### config.mk
export PLATFORM = sky130hd
export DESIGN_NAME = moving_average_peak_detector_flat
export DESIGN_NICKNAME = d
export VERILOG_FILES = /design/src/rtl/mapd_pkg.sv /design/src/rtl/mapd_in_if.sv /design/src/rtl/mapd_out_if.sv /design/src/rtl/mapd_cell.sv /design/src/rtl/mapd_stat.sv /design/src/rtl/moving_average_peak_detector.sv /design/src/flat_wrapper.sv
export SDC_FILE = /design/constraint.sdc
export NUM_CORES = 1
export LEC_CHECK = 0
export ABC_CLOCK_PERIOD_IN_PS = 5830
export BUFFER_PORTS_ARGS = -buffer_cell sky130_fd_sc_hd__buf_2
export CAP_MARGIN = 10
export CORE_ASPECT_RATIO = 0.9
export CORE_MARGIN = 5
export CORE_UTILIZATION = 54
export DETAILED_ROUTE_END_ITERATION = 16
export PLACE_DENSITY_LB_ADDON = 0.15
export SLEW_MARGIN = 10
export SYNTH_ARGS = -nofsm -noshare
export SYNTH_HDL_FRONTEND = slang
export SYNTH_SLANG_ARGS = --single-unit
### constraint.sdc
create_clock -name clk -period 5.83 [get_ports clk]
set_input_delay 0.583 -clock clk [delete_from_list [all_inputs] [get_ports clk]]
set_output_delay 0.583 -clock clk [all_outputs]
set_load 0.01 [all_outputs]
### src/rtl/mapd_pkg.sv
package mapd_pkg;

	// Sample and average width
	localparam int DATA_W = 16;
	// Default window length as a power of two (window of 8 samples)
	localparam int WINDOW_LOG2_DEF = 3;
	// Position counter: signed, spans minus the window up to the saturation point
	localparam int POS_W = 18;
	localparam int POS_LIMIT = 65536;
	// Configuration port
	localparam int PADDR_W = 3;
	localparam int PDATA_W = 32;
	localparam logic [PADDR_W-1:0] REG_PEAK_THRESHOLD = 3'd0;

	// Shift control for the window cells and the statistics unit
	typedef struct packed {
		logic adv;   // accepted beat, shift the window
		logic clr;   // restart, drop the window contents
	} mapd_ctl_t;

	typedef struct packed {
		logic [DATA_W-1:0] average;
		logic              average_valid;
		logic              peak_found;
		logic [DATA_W-1:0] peak_index;
	} mapd_res_t;

endpackage

### src/rtl/mapd_in_if.sv
interface mapd_in_if;
	logic                        valid;
	logic                        ready;
	logic [mapd_pkg::DATA_W-1:0] sample;
	logic                        restart;

	modport source (output valid, output sample, output restart, input ready);
	modport sink (input valid, input sample, input restart, output ready);
endinterface

### src/rtl/mapd_out_if.sv
interface mapd_out_if;
	logic                        valid;
	logic                        ready;
	logic [mapd_pkg::DATA_W-1:0] average;
	logic                        average_valid;
	logic                        peak_found;
	logic [mapd_pkg::DATA_W-1:0] peak_index;

	modport source (output valid, output average, output average_valid,
		output peak_found, output peak_index, input ready);
	modport sink (input valid, input average, input average_valid,
		input peak_found, input peak_index, output ready);
endinterface

### src/rtl/mapd_cell.sv
module mapd_cell (
	input  logic                        clk,
	input  logic                        arst_n,
	input  mapd_pkg::mapd_ctl_t         ctl,
	input  logic [mapd_pkg::DATA_W-1:0] d,
	output logic [mapd_pkg::DATA_W-1:0] q
);

	logic [mapd_pkg::DATA_W-1:0] tap_q;

	// Take the neighbor's sample on every beat; restart empties the cell
	always_ff @(posedge clk or negedge arst_n) begin
		if (!arst_n) begin
			tap_q <= '0;
		end else if (ctl.adv) begin
			tap_q <= ctl.clr ? '0 : d;
		end
	end

	assign q = tap_q;

endmodule

### src/rtl/mapd_stat.sv
module mapd_stat #(
	parameter int WINDOW_LOG2 = mapd_pkg::WINDOW_LOG2_DEF
) (
	input  logic                        clk,
	input  logic                        arst_n,
	input  mapd_pkg::mapd_ctl_t         ctl,
	input  logic [mapd_pkg::DATA_W-1:0] sample,
	input  logic [mapd_pkg::DATA_W-1:0] oldest,
	input  logic [mapd_pkg::DATA_W-1:0] threshold,
	output mapd_pkg::mapd_res_t         res
);

	localparam int SUM_W = mapd_pkg::DATA_W + WINDOW_LOG2;
	localparam int POS_W = mapd_pkg::POS_W;
	localparam int DW = mapd_pkg::DATA_W;
	localparam logic signed [POS_W-1:0] POS_INIT = POS_W'(-(1 << WINDOW_LOG2));
	localparam logic signed [POS_W-1:0] POS_TOP = POS_W'(mapd_pkg::POS_LIMIT);

	logic [SUM_W-1:0]        sum_q, sum_base, sum_next;
	logic signed [POS_W-1:0] pos_q, pos_base, pos_next, idx_full;
	logic [DW-1:0]           prev_q, older_q, prev_base, older_base;
	logic [DW-1:0]           old_smp, avg;
	logic                    valid, peak;

	always_comb begin
		sum_base   = ctl.clr ? '0 : sum_q;
		old_smp    = ctl.clr ? '0 : oldest;
		pos_base   = ctl.clr ? POS_INIT : pos_q;
		prev_base  = ctl.clr ? '0 : prev_q;
		older_base = ctl.clr ? '0 : older_q;
		// The leaving sample is part of the sum, so this never wraps
		sum_next   = sum_base + SUM_W'(sample) - SUM_W'(old_smp);
		pos_next   = (pos_base < POS_TOP) ? pos_base + POS_W'(1) : pos_base;
		idx_full   = pos_next - POS_W'(1);
		valid      = !pos_next[POS_W-1];
		avg        = sum_next[SUM_W-1 -: DW];
		peak       = valid && (older_base <= prev_base) && (avg < prev_base)
			&& (prev_base >= threshold);
		res.average       = valid ? avg : '0;
		res.average_valid = valid;
		res.peak_found    = peak;
		res.peak_index    = (peak && (pos_next != '0)) ? idx_full[DW-1:0] : '0;
	end

	always_ff @(posedge clk or negedge arst_n) begin
		if (!arst_n) begin
			sum_q   <= '0;
			pos_q   <= POS_INIT;
			prev_q  <= '0;
			older_q <= '0;
		end else if (ctl.adv) begin
			sum_q   <= sum_next;
			pos_q   <= pos_next;
			// Averages only age once the window is full
			prev_q  <= valid ? avg : prev_base;
			older_q <= valid ? prev_base : older_base;
		end
	end

endmodule

### src/rtl/moving_average_peak_detector.sv
// Moving average with local maximum detection.
// A result beat is offered in the cycle after its sample beat is accepted.
// Throughput: one sample per cycle while the result side does not stall; the window
// shift, running sum and peak compare add no register between input and result register.
// Reset (arst_n low): window cells, running sum, averages and threshold clear,
// position counter loads minus the window length; no result beat is pending.
module moving_average_peak_detector #(
	parameter int WINDOW_LOG2 = mapd_pkg::WINDOW_LOG2_DEF
) (
	input  logic                         clk,
	input  logic                         arst_n,
	mapd_in_if.sink                      samples,
	mapd_out_if.source                   results,
	input  logic                         psel,
	input  logic                         penable,
	input  logic                         pwrite,
	input  logic [mapd_pkg::PADDR_W-1:0] paddr,
	input  logic [mapd_pkg::PDATA_W-1:0] pwdata,
	output logic [mapd_pkg::PDATA_W-1:0] prdata,
	output logic                         pready
);

	localparam int WINDOW = 1 << WINDOW_LOG2;
	localparam int DW = mapd_pkg::DATA_W;

	// ------------------------------------------------------------------
	// Configuration register: peak threshold at byte address 0.
	// Only the word select bit is decoded; byte offsets alias.
	// ------------------------------------------------------------------
	logic [DW-1:0] thr_q;
	logic          reg_sel;

	assign reg_sel = (paddr[mapd_pkg::PADDR_W-1] == mapd_pkg::REG_PEAK_THRESHOLD[
		mapd_pkg::PADDR_W-1]);
	assign pready  = 1'b1;

	always_ff @(posedge clk or negedge arst_n) begin
		if (!arst_n) begin
			thr_q <= '0;
		end else if (psel && penable && pwrite && reg_sel) begin
			thr_q <= pwdata[DW-1:0];
		end
	end

	assign prdata = reg_sel ? {(mapd_pkg::PDATA_W - DW)'(0), thr_q} : '0;

	// ------------------------------------------------------------------
	// Handshake: the output register parts the two sides. Accept a new
	// sample whenever the held result is empty or leaves this cycle.
	// ------------------------------------------------------------------
	logic                in_acc;
	logic                out_valid_q;
	mapd_pkg::mapd_res_t res, res_q;
	mapd_pkg::mapd_ctl_t ctl, head_ctl;

	assign samples.ready = !out_valid_q || results.ready;
	assign in_acc        = samples.valid && samples.ready;
	assign ctl.adv       = in_acc;
	assign ctl.clr       = samples.restart;
	// The head cell always loads the new sample, even on restart
	assign head_ctl.adv  = in_acc;
	assign head_ctl.clr  = 1'b0;

	// ------------------------------------------------------------------
	// Window: a chain of cells, each handing its sample to the next one on
	// every accepted beat. The last cell holds the sample that leaves.
	// ------------------------------------------------------------------
	logic [DW-1:0] tap [WINDOW];

	for (genvar i = 0; i < WINDOW; i++) begin : g_cell
		if (i == 0) begin : g_head
			mapd_cell u_cell (
				.clk    (clk),
				.arst_n (arst_n),
				.ctl    (head_ctl),
				.d      (samples.sample),
				.q      (tap[i])
			);
		end else begin : g_body
			mapd_cell u_cell (
				.clk    (clk),
				.arst_n (arst_n),
				.ctl    (ctl),
				.d      (tap[i-1]),
				.q      (tap[i])
			);
		end
	end

	// ------------------------------------------------------------------
	// Running sum, average, position count and peak compare
	// ------------------------------------------------------------------
	mapd_stat #(
		.WINDOW_LOG2 (WINDOW_LOG2)
	) u_stat (
		.clk       (clk),
		.arst_n    (arst_n),
		.ctl       (ctl),
		.sample    (samples.sample),
		.oldest    (tap[WINDOW-1]),
		.threshold (thr_q),
		.res       (res)
	);

	// ------------------------------------------------------------------
	// Result register: load on an accepted beat, drop once taken
	// ------------------------------------------------------------------
	always_ff @(posedge clk or negedge arst_n) begin
		if (!arst_n) begin
			out_valid_q <= 1'b0;
		end else if (in_acc) begin
			out_valid_q <= 1'b1;
		end else if (results.ready) begin
			out_valid_q <= 1'b0;
		end
	end

	always_ff @(posedge clk) begin
		if (in_acc) begin
			res_q <= res;
		end
	end

	assign results.valid         = out_valid_q;
	assign results.average       = res_q.average;
	assign results.average_valid = res_q.average_valid;
	assign results.peak_found    = res_q.peak_found;
	assign results.peak_index    = res_q.peak_index;

	// ------------------------------------------------------------------
	// Assertions
	// ------------------------------------------------------------------
	// A restart beat begins warm-up: its result carries no average
	a_restart_warmup: assert property (@(posedge clk) disable iff (!arst_n)
		in_acc && samples.restart |=> out_valid_q && !res_q.average_valid)
		else $error("restart beat produced a valid average");

	// During warm-up the average and peak fields stay clear
	a_warmup_clear: assert property (@(posedge clk) disable iff (!arst_n)
		out_valid_q && !res_q.average_valid |-> res_q.average == '0 && !res_q.peak_found)
		else $error("warm-up result carries average or peak");

	// Without a peak the index field stays clear
	a_peak_fields: assert property (@(posedge clk) disable iff (!arst_n)
		out_valid_q && !res_q.peak_found |-> res_q.peak_index == '0)
		else $error("peak index set without a peak");

	// A held result waits unchanged while the sink stalls
	a_stall_hold: assert property (@(posedge clk) disable iff (!arst_n)
		out_valid_q && !results.ready |=> out_valid_q && $stable(res_q))
		else $error("result register changed under stall");

endmodule

### src/flat_wrapper.sv
// flat-port wrapper written by rule: the top's interface ports become plain ports
module moving_average_peak_detector_flat 
#(
	parameter int WINDOW_LOG2 = mapd_pkg::WINDOW_LOG2_DEF
)
  (clk, arst_n, psel, penable, pwrite, paddr, pwdata, prdata, pready, samples_valid, samples_sample, samples_restart, samples_ready, results_valid, results_average, results_average_valid, results_peak_found, results_peak_index, results_ready);
  mapd_in_if samples_i ();
  mapd_out_if results_i ();
  input  logic clk;
  input  logic arst_n;
  input  logic psel;
  input  logic penable;
  input  logic pwrite;
  input  logic [mapd_pkg::PADDR_W-1:0] paddr;
  input  logic [mapd_pkg::PDATA_W-1:0] pwdata;
  output logic [mapd_pkg::PDATA_W-1:0] prdata;
  output logic pready;
  input wire logic [$bits(samples_i.valid)-1:0] samples_valid;
  input wire logic [$bits(samples_i.sample)-1:0] samples_sample;
  input wire logic [$bits(samples_i.restart)-1:0] samples_restart;
  output wire logic [$bits(samples_i.ready)-1:0] samples_ready;
  output wire logic [$bits(results_i.valid)-1:0] results_valid;
  output wire logic [$bits(results_i.average)-1:0] results_average;
  output wire logic [$bits(results_i.average_valid)-1:0] results_average_valid;
  output wire logic [$bits(results_i.peak_found)-1:0] results_peak_found;
  output wire logic [$bits(results_i.peak_index)-1:0] results_peak_index;
  input wire logic [$bits(results_i.ready)-1:0] results_ready;
  assign samples_i.valid = samples_valid;
  assign samples_i.sample = samples_sample;
  assign samples_i.restart = samples_restart;
  assign samples_ready = samples_i.ready;
  assign results_valid = results_i.valid;
  assign results_average = results_i.average;
  assign results_average_valid = results_i.average_valid;
  assign results_peak_found = results_i.peak_found;
  assign results_peak_index = results_i.peak_index;
  assign results_i.ready = results_ready;
  moving_average_peak_detector #(.WINDOW_LOG2(WINDOW_LOG2)) u_core (.clk(clk), .arst_n(arst_n), .samples(samples_i), .results(results_i), .psel(psel), .penable(penable), .pwrite(pwrite), .paddr(paddr), .pwdata(pwdata), .prdata(prdata), .pready(pready));
endmodule
# After elaboration in Yosys (flattened, before gate mapping)
# Cells that the tools add are included.
# word_totals
reg_bits	248
input_bits	59
output_inout_bits	69
word_cells	58
# op_classes
addsub	4
order_cmp	4
muxes	18
bitwise_logic	1
n_reduce_logical	13
# op_table
op	n
16-bit two-way mux	13
18-bit two-way mux	2
19-bit by 16-bit adder with 19-bit output	1
19-bit two-way mux	1
19-bit by 16-bit subtractor with 19-bit output	1
18-bit by 2-bit adder with 18-bit output, second input constant	1
18-bit < comparator, second input constant	1
18-bit nonzero test	1
16-bit greater-or-equal comparator	1
16-bit <= comparator	1
16-bit < comparator	1
16-bit by 2-bit subtractor with 16-bit output, second input constant	1
1-bit logical AND	8
1-bit zero test	2
1-bit two-way mux	2
2-bit nonzero test	1
1-bit logical OR	1
1-bit inverter	1

# Longest topological paths before layout
# logic_depth
word_depth	8
mapped_depth	25
mapped_depth_nobuf	22

# Cells and area by module
# From an unflattened synthesis, not the netlist that was laid out.
# hier_totals
cells_unflattened	1436
area_unflattened_um2	14291.2
# modules_own_cells
mod	instances	cells_each	area_each_um2
mapd_stat	1	784	6781.5
mapd_cell	8	68	693.2
moving_average_peak_detector	1	108	1964.4

# Worst setup path after synthesis
# No wires, ideal clock.
# synth_path
path_type	input-to-reg
from	input samples_restart
to	register u_core.res_q, in the netlist u_core.results.peak_index[4], data pin
setup_time_ps	167
t_arrival_ps	5131
required_ps	5663
slack_ps	532
path_stages	23
cell_sequence	buf_6 > clkbuf_1 > clkbuf_1 > nor2b_1 > fa_1 > inv_1 > ha_1 > nor2b_1 > o31a_1 > o31a_1 > o211a_1 > o21ai_0 > nor3b_1 > nor2_1 > ha_1 > a211oi_1 > o21ai_0 > o211ai_1 > a21oi_1 > a211oi_2 > nand3_2 > buf_6 > a211oi_1
# synth_between
elab_cells_between_ends	20
# synth_rtl
element	line_no	source
from (decl)	flat_wrapper.sv:20	input wire logic [$bits(samples_i.restart)-1:0] samples_restart;
19-bit two-way mux	mapd_stat.sv:26	sum_base = ctl.clr ? '0 : sum_q;
19-bit by 16-bit adder with 19-bit output	mapd_stat.sv:32	sum_next = sum_base + SUM_W'(sample) - SUM_W'(old_smp);
19-bit by 16-bit subtractor with 19-bit output *	mapd_stat.sv:32	
net u_core.u_stat.sum_next[12]	mapd_stat.sv:19	logic [SUM_W-1:0] sum_q, sum_base, sum_next;
16-bit < comparator *	mapd_stat.sv:37	peak = valid && (older_base <= prev_base) && (avg < prev_base)
1-bit logical AND *	mapd_stat.sv:37	
1-bit logical AND *	mapd_stat.sv:38	&& (prev_base >= threshold);
1-bit logical AND *	mapd_stat.sv:42	res.peak_index = (peak && (pos_next != '0)) ? idx_full[DW-1:0] : '0;
to (signal assigned)	moving_average_peak_detector.sv:120	res_q <= res;
to (decl)	moving_average_peak_detector.sv:53	mapd_pkg::mapd_res_t res, res_q;
# Mark *: on every way through the listed nets, which the timed path passes. The rest lies on a longest branch.
# A chain may end at the register's enable or synchronous reset.

# Final worst setup path
# layout_path
from	input samples_restart
to	register u_core.res_q, in the netlist u_core.results.peak_index[0], data pin
# Same word-level chain as after synthesis.

==> impl_metrics.yaml <==
outcome:
  status: "complete, no violations"
logic_synthesis:
  async_flop_share_pct: 86.29
  synth_seq_cells: 248
  synth_cells: 1483
  yosysWarnings: 0
  synth_area_sq_um: 13510
  syn_area_per_cell_sq_um: 9.113
  netlist-cell-type-count: 80
  seq_area_frac_synth_pct: 47.32
  synth_edf_count: 34
  synth_ff_type: "dfrtp_1"
sta:
  finalCriticalPeriod_ns: 5.010
  rsz0062_at_grt: "false"
  final-hold-violation-count: 0
  maxSlewHeadroom_pct: 34.74
  min_period_over_period_pct: 85.94
  setup_tns_ns: 0
  timing.final.max_slew_violations: 0
  hold_slack_ns: 0.07913
  tightest_slew_ns: 0.9788
  finClkSkew_ns: 0.01958
  setup_viol: 0
  clock.fmax_mhz: 199.6
power:
  power_density_nw_per_um2: 401.0
  power_switching_mw: 2.132
  clock_power_share_pct: 28.0
  p_sw_share_pct: 35.33
  cellLeakagePower_nw: 7.004
  p_seq_share_pct: 37.3
  pwr-share-comb_pct: 34.7
  p_int_mw: 3.903
  ir_drop_mv: 0.2297
placed_design:
  portBuffers: 92
  gp_congestion: 0.8637
  dp_hpwl_um: 19850
  placedCellCount: 1856
die:
  die_w_um: 176.8
  std_cell_rows: 55
  design.core.area_sq_um: 24910
  io_pins: 128
  die_height_um: 160.1
  die_area_sq_um: 28290
  initial_utilization_pct: 54.25
clock_tree:
  clk_path_buf_depth: 3
  clkLatencyLatePin_ns: 0.54
  cts_buffers: 27
  cts_setup_buffers: 0
  ctsResizeCount: 0
  cts_hold_buf: 0
  cts_tree: "built"
  clock_sinks: 248
  cts_root_buf: "clkbuf_16"
  h-tree-depth: 1
  path_clk_slew_ns: 0.06
critical_path:
  rr_worst_depth: 20
  worst-setup-path-type: "primary input to flop"
  endpoint_kind: "flop"
  required_ns: 6.17
  crit_fanout: 29
  r2r_start: "u_core.g_cell[7].g_body.u_cell.q[2]"
  crit_start: "samples_restart"
  r2r_setup_slack_ns: 0.86
  start_kind: "primary input"
  cp_data_arrival_time_ns: 5.35
layout:
  finalCoreUtilization_pct: 60.42
  drive_gt1_share_pct: 15.15
  nets: 1686
  multi_input_area_sq_um: 6309
  n_antenna_cell: 0
  final_cells: 1906
  area_growth_pct: 11.37
  seqCellArea_sq_um: 6395
  nFillCells: 2251
detailed_routing:
  ant_nets: 0
  wl_per_cell_um: 15.29
  via_per_inst: 5.275
  vias: 10050
  drtIter0Drc: 782
  drc: 0
  drt_wl_total_um: 29150
  dr.pass1.iters: 6
grt:
  grt_pass1_wl_um: 49260
  overflow: 0
  grt_pass1_vias: 9699
  groute.usage.overall_pct: 20.79
  antenna_found_initial: 0
  grt_start_max_net_pins: 255
job:
  max_cap_violations: 0
min_path:
  min-delay-path-class: "primary input to async pin"
-- worst paths after layout --
check,to
max reg2reg,u_core.results.peak_index[0]
min reg2reg,u_core.g_cell[7].g_body.u_cell.q[7]
min,u_core.g_cell[0].g_head.u_cell.q[11]
max,u_core.results.peak_index[0]
min in group clk,u_core.thr_q[7]
max in group asynchronous,u_core.u_stat.sum_q[5]
-- power groups by stage --
stage	sequential, mW	combinational [mW]	clock [mW]
after floorplan	2.23	1.46	0
after global placement	2.26	2.03	0
after detailed placement	2.28	2.08	0
after CTS	2.25	2.10	1.73
after global routing	2.29	2.37	1.81
final	2.25	2.09	1.69
-- state kept, by name, summed over array words and instances, names as in the netlist --
| name | cells |
|---|---|
| u_core.g_cell.g_body.u_cell.q | 112 |
| u_core.results.valid | 1 |
| u_core.u_stat.older_q | 16 |
| u_core.u_stat.prev_q | 16 |
| u_core.g_cell.g_head.u_cell.q | 16 |
| u_core.u_stat.pos_q | 18 |
| u_core.thr_q | 16 |
| u_core.results.peak_index | 16 |
| u_core.results.peak_found | 1 |
| u_core.results.average | 16 |
| u_core.u_stat.sum_q | 19 |
| u_core.results.average_valid | 1 |
-- cells in the final DEF, fill, tap and decap left out, types with 6 or more instances in the layout --
master	n
nand2_1	367
o21ai_0	200
dfrtp_1	199
inv_1	95
buf_2	91
nor2_1	68
ha_1	68
nor2b_1	37
edfxtp_1	34
clkbuf_16	28
buf_4	24
a21oi_1	23
mux2_2	19
conb_1	17
xnor2_1	16
a22oi_1	16
fa_1	16
xor2_1	15
a21o_1	15
dfstp_2	15
nand4_1	12
nor3_1	11
clkinv_2	11
nor3_2	10
a211oi_1	9
nand3_1	8
o31ai_1	8
nand2b_1	7
o21a_1	6
nor3b_1	6
o211ai_1	6
-- logic make-up after synthesis --
logic type / share of synthesized area [%]
buf+inv: 6.471
xor+xnor: 2.009
other cells: 0.05557
flops: 47.32
compound gates: 14.08
simple gates: 19.59
mux: 1.805
fa+ha+maj: 8.666
-- worst max-delay path: stages --
cell      delay (ns)
buf_2           0.16
inv_4           0.26
nand2_1         0.12
fa_1            0.49
inv_1           0.04
ha_1            0.33
nor2b_1         0.16
o31a_1          0.27
o31a_1          0.31
o211a_1         0.25
o21ai_0         0.19
nor3b_1         0.32
nor2_1          0.10
ha_1            0.33
a211oi_1        0.20
o21ai_0         0.12
o211ai_1        0.10
a21oi_1         0.10
a211oi_2        0.22
nand3_2         0.18
buf_4           0.25
nor4_1          0.24
-- area by class of cell --
class | count | area share, %
multi-input combinational | 1052 | 41.92
tap | 342 | 2.843
clock buffer | 31 | 4.797
inverter | 97 | 2.436
timing repair buffer | 117 | 4.456
sequential | 248 | 42.49
clock inverter | 19 | 1.064
-- per-layer routing --
| metal | global-route usage [%] | share of wire [%] | routed length [um] | vias up |
|---|---|---|---|---|
| li1 | - | - | - | 5061 |
| met1 | 32.02 | 49 | 14190 | 4771 |
| met2 | 32.11 | 45 | 13070 | 190 |
| met3 | 2.651 | 4.7 | 1369 | 32 |
| met4 | 3.657 | 1.8 | 513 | 0 |
| met5 | 0 | 0 | 0 | - |
-- synth_stat cells (all sizes together) (7+ instances only) --
cell    number  share of area [%]
nand2      368                 10
o21ai      203                7.6
dfrtp      199                 37
inv         95                2.6
clkbuf      69                1.9
ha          68                6.3
nor2        68                1.9
nor2b       38                1.8
edfxtp      34                7.6
buf         32                1.8
a21oi       23               0.85
nor3        22                1.3
mux2        19                1.6
a22oi       16               0.89
fa          16                2.4
xnor2       16                1.0
a21o        15               0.83
dfstp       15                2.9
xor2        15               0.97
nand4       13               0.71
a211oi      10               0.59
nand3       10               0.44
o31ai        8               0.44
nand2b       7               0.32
or4          7               0.44
-- stage by stage --
step	cell area [sq um]	power, mW	setup WS (ns)
after global routing	15050	6.472	0.4101
after detailed placement	14170	4.351	0.2523
after global placement	14170	4.291	0.3532
after CTS	15050	6.077	0.7734
final	15050	6.035	0.8196
after floorplan	13570	3.686	0.5318
Power figures use the tool's default switching activity.
